[src/hdl/kct_pkg.sv]
// Shared types, codes and key helper for the keyed count table.
`timescale 1ns / 1ps
`default_nettype none
package kct_pkg;
    localparam int DEF_CAPACITY  = 32;
    localparam int DEF_KEY_CHARS = 8;
    localparam int KEY_W         = 64;
    localparam int AMT_W         = 32;

    localparam logic [1:0] REQ_ADD = 2'd0;
    localparam logic [1:0] REQ_SUB = 2'd1;
    localparam logic [1:0] REQ_QRY = 2'd2;

    localparam logic [1:0] ST_OK     = 2'd0;
    localparam logic [1:0] ST_FULL   = 2'd1;
    localparam logic [1:0] ST_ABSENT = 2'd2;
    localparam logic [1:0] ST_SAT    = 2'd3;

    localparam logic [AMT_W-1:0] COUNT_MAX = '1;

    typedef struct packed {
        logic [1:0]       req_type;
        logic [KEY_W-1:0] key;
        logic [AMT_W-1:0] amount;
    } t_in;

    typedef struct packed {
        logic [1:0]       status;
        logic             found;
        logic [AMT_W-1:0] count_value;
        logic [4:0]       slot;
        logic [5:0]       entry_count;
    } t_out;

    function automatic logic [KEY_W-1:0] norm_key(input logic [KEY_W-1:0] raw,
                                                  input int chars);
        logic [KEY_W-1:0] res;
        logic             alive;
        res   = '0;
        alive = 1'b1;
        for (int b = 0; b < 8; b++) begin
            if (b >= chars || raw[56-8*b +: 8] == 8'd0) begin
                alive = 1'b0;
            end
            if (alive) begin
                res[56-8*b +: 8] = raw[56-8*b +: 8];
            end
        end
        return res;
    endfunction
endpackage
`default_nettype wire

[src/hdl/kct_cam.sv]
// Key cells: parallel compare, append and shift-down removal.
`timescale 1ns / 1ps
`default_nettype none
module kct_cam #(
    parameter int CAPACITY = 32,
    parameter int IDX_W    = $clog2(CAPACITY),
    parameter int CNT_W    = $clog2(CAPACITY + 1)
) (
    input  wire logic                     i_clk,
    input  wire logic [kct_pkg::KEY_W-1:0] i_key,
    input  wire logic [CNT_W-1:0]         i_count,
    input  wire logic                     i_append,
    input  wire logic                     i_remove,
    input  wire logic [IDX_W-1:0]         i_idx,
    output logic                          o_hit,
    output logic [IDX_W-1:0]              o_idx
);
    import kct_pkg::*;

    logic [KEY_W-1:0]    r_keys [CAPACITY];
    logic [CAPACITY-1:0] w_match;

    always_comb begin
        o_idx = '0;
        for (int i = 0; i < CAPACITY; i++) begin
            w_match[i] = (CNT_W'(i) < i_count) && (r_keys[i] == i_key);
            if (w_match[i]) begin
                o_idx = o_idx | IDX_W'(i);
            end
        end
        o_hit = |w_match;
    end

    always_ff @(posedge i_clk) begin
        for (int i = 0; i < CAPACITY; i++) begin
            if (i_append && CNT_W'(i) == i_count) begin
                r_keys[i] <= i_key;
            end else if (i_remove && i < CAPACITY - 1 && IDX_W'(i) >= i_idx) begin
                r_keys[i] <= r_keys[(i < CAPACITY - 1) ? i + 1 : i];
            end
        end
    end
endmodule
`default_nettype wire

[config.mk]
export PLATFORM = sky130hd
export DESIGN_NAME = kct_cam
export DESIGN_NICKNAME = d
export VERILOG_FILES = /design/src/hdl/kct_pkg.sv /design/src/hdl/kct_cam.sv
export SDC_FILE = /design/constraint.sdc
export NUM_CORES = 2
export LEC_CHECK = 0
export BUFFER_PORTS_ARGS = -buffer_cell sky130_fd_sc_hd__buf_2
export CORE_ASPECT_RATIO = 1.75
export CORE_MARGIN = 5
export CORE_UTILIZATION = 50
export CTS_CLUSTER_DIAMETER = 150
export DETAILED_ROUTE_END_ITERATION = 7
export PLACE_DENSITY = 0.65
export SYNTH_ARGS = -nofsm -noshare
export SYNTH_HDL_FRONTEND = slang
export SYNTH_SLANG_ARGS = --single-unit
[constraint.sdc]
create_clock -name i_clk -period 7.2 [get_ports i_clk]
set_input_delay 0.36 -clock i_clk [delete_from_list [all_inputs] [get_ports i_clk]]
set_output_delay 0.36 -clock i_clk [all_outputs]
set_load 0.005 [all_outputs]
==> key figures <==
Run status
  – Outcome: finished, violations left
  – Failing checks: capacitance limit, slew limit

Global routing
  – First-pass GRT wire length: 645000 µm
  – Vias in the first global route: 72200
  – Total congestion overflow: 0
  – Largest net degree at the start of global routing: 93
  – Gr usage total: 41.8%
  – Initial antenna violation count: 53

Timing
  – RSZ-0062 raised after global routing: no
  – Tcrit/Tclk final: 79.2%
  – Clock Skews: 0.0533 ns
  – Worst Slack Setup Final: 1.50 ns
  – Total Neg Setup Slack: 0 ns
  – Worst-Margin Slew: 1.51 ns
  – Fmax: 175 MHz
  – Minimum clock period after layout: 5.70 ns
  – Hold Violations, Final: 0
  – Final setup vio count: 0
  – Slew margin rel.: -1.35%
  – Final slew viol count: 4

Layout
  – Layout cells sized above 1: 30.4%
  – Commonest non-fill, non-tap cell in the layout: edfxtp_1
  – Post-route insts no fill: 11000
  – Max reg flops: 2048
  – Area delta synth->final: 8.80%
  – Biggest regs: r_keys (2048)
  – Biggest register: r_keys
  – Commonest non-fill, non-tap cells in the layout: edfxtp_1, mux2_2, xnor2_1
  – Final net count: 7979
  – Fill count: 18400

Clock network
  – CTS max path bufs: 4
  – Clk slew on worst S/H paths: 0.06 ns
  – TritonCTS clock tree: done
  – Htree depth: 4
  – Clock tree sinks: 2048
  – Worst skew pair latency: 0.90 ns
  – Root Buffer: clkbuf_16
  – Resized Gates After CTS: 0
  – TritonCTS Buffers: 202

Synthesis
  – Avg Inst Size Synth: 13.8 µm²
  – Synth area leader: edfxtp_1
  – Register area share after synthesis: 55.7%
  – Netlist Area Pre-Place: 110000 µm²
  – Syn_nets: 8093
  – Yosys warns: 0
  – Post-synthesis async set-or-reset flop share: 0%
  – Flop and latch count out of synthesis: 2048
  – Synth area leaders: edfxtp_1, mux2_2, xnor2_1
  – Cells after Synth: 8015
  – Ys flop type: edfxtp_1
  – Number of flops mapped to enable cells by yosys: 2048
  – Synth top area share: 55.7%
  – Post-synth cell types: 65

Detailed routing
  – Vias: 72800
  – DR iter-0 viols: 8666
  – DR WL/cell: 44.9 µm
  – Routed wire length: 492000 µm
  – Remaining DRCs: 0
  – ANT nets after route: 0
  – DR pass1 iterations: 6
  – Drt via density: 6.64

Power
  – Leak pwr: 0.0383 µW
  – Pwr dens: 246 nW/µm²
  – Peak supply drop: 0.226 mV
  – Design Power: 29600 µW

Min path
  – Hold crit path type: in2reg

Critical path
  – Worst Path Required: 6.84 ns
  – Path type of the worst setup path: in2out
  – Arr. time, crit path: 5.34 ns
  – Crit path capture type: output port
  – Startpoint Class: input port
  – CP max FO: 15

Placed design
  – Placed cell count: 10600
  – Place WS: 2.04 ns
  – RePlAce Congestion: 1.03
  – Port-buffer cells: 83
  – DP HPWL: 354000 µm

Floorplan
  – Die area: 231000 µm²
  – Die X: 365 µm
  – Core area: 220000 µm²
  – Boundary pin count: 84
  – Core Rows: 228
  – Die Ht: 632 µm
  – Initial Util: 50.2%

Run
  – Max_cap viols: 1
-- stage by stage --
| step | hold slack [ns] | util, % | cell area, µm² |
|---|---|---|---|
| global placement | 0.556 | 51.7 | 114000 |
| global route | 0.0142 | 54.6 | 120000 |
| floorplan | 0.459 | - | 110000 |
| finish | 0.0607 | 54.6 | 120000 |
| detailed placement | 0.567 | 51.7 | 114000 |
| CTS | 0.000731 | 54.5 | 120000 |
-- worst paths after layout --
| path | slack (ns) | cells after the start | to | start |
|---|---|---|---|---|
| max | 1.50 | 12 | o_hit | i_key[39] |
| min | 0.06 | 1 | r_keys[1][991]$_DFFE_PP_ | i_key[31] |
| max reg2reg | 5.44 | 2 | r_keys[0][95]$_DFFE_PP_ | r_keys[0][159]$_DFFE_PP_ |
| min reg2reg | 0.58 | 1 | r_keys[0][1002]$_DFFE_PP_ | r_keys[1][42]$_DFFE_PP_ |
-- cell usage after synthesis (4+ instances only) --
library cell / instances
edfxtp_1: 2048
mux2_2: 1748
xnor2_1: 1535
xor2_1: 434
nand4_1: 404
buf_2: 359
nand2_1: 298
o21ai_0: 240
clkbuf_1: 227
nor4_1: 193
inv_1: 66
nand3_1: 61
buf_4: 57
nand2b_1: 42
o22ai_1: 41
nor2_1: 34
nor3_1: 34
a2111oi_0: 18
buf_6: 16
a21oi_1: 15
buf_1: 15
mux2_1: 15
nor2b_1: 11
o2111ai_1: 11
and3_1: 9
o221ai_1: 8
a21o_1: 5
a222oi_1: 4
a22o_1: 4
a22oi_1: 4
nand3_2: 4
o2bb2ai_1: 4
-- what timing repair did --
item                                    4_1_cts  5_1_grt
setup buffers                                 0        0
hold buffers                                  5        2
hold endpoints to repair                      5        2
endpoints found under the setup margin        0        0
-- where the power goes --
part	total, µW	switching [µW]	internal, µW
clock network	10700	4920	5760
logic	4180	2600	1580
registers	14700	740	14000
-- kinds of logic after synthesis --
logic type,Yosys count,synth area share [%]
DFF,2048,55.7
xor gates and xnor gates,1969,15.6
muxes,1763,18.0
and+or+nand+nor,1118,5.53
buffers and inverters,743,3.23
AOI/OAI and AO/OA,374,2.00
-- final cells by class --
type | count | area [µm²] | area share [%]
inverter | 69 | 259 | 0.215
tap | 2875 | 3600 | 2.99
antenna | 36 | 90.1 | 0.0749
timing repair buffer | 356 | 2820 | 2.34
sequential | 2048 | 61500 | 51.2
multi-input combinational | 5224 | 45800 | 38.1
clock inverter | 108 | 960 | 0.798
clock buffer | 242 | 5230 | 4.35
-- routing by layer --
| metal | global-route usage (%) | vias to the layer above | routed length, µm |
|---|---|---|---|
| met5 | 0.0211 | - | 98 |
| met1 | 43.7 | 37100 | 156000 |
| met2 | 66.7 | 4600 | 228000 |
| met3 | 7.30 | 1894 | 35000 |
| li1 | - | 29200 | - |
| met4 | 47.5 | 14 | 72900 |
-- critical path, cell delays in order --
cell	delay, ns
dlygate4sd3_1	0.53
buf_4	0.45
buf_4	0.47
buf_4	0.32
xnor2_1	0.16
nand4_1	0.12
nor4_1	0.07
nand4_1	0.39
o22ai_1	0.35
nor4_1	1.21
nand4_1	0.56
buf_2	0.31
(Power assumes the default switching activity.)
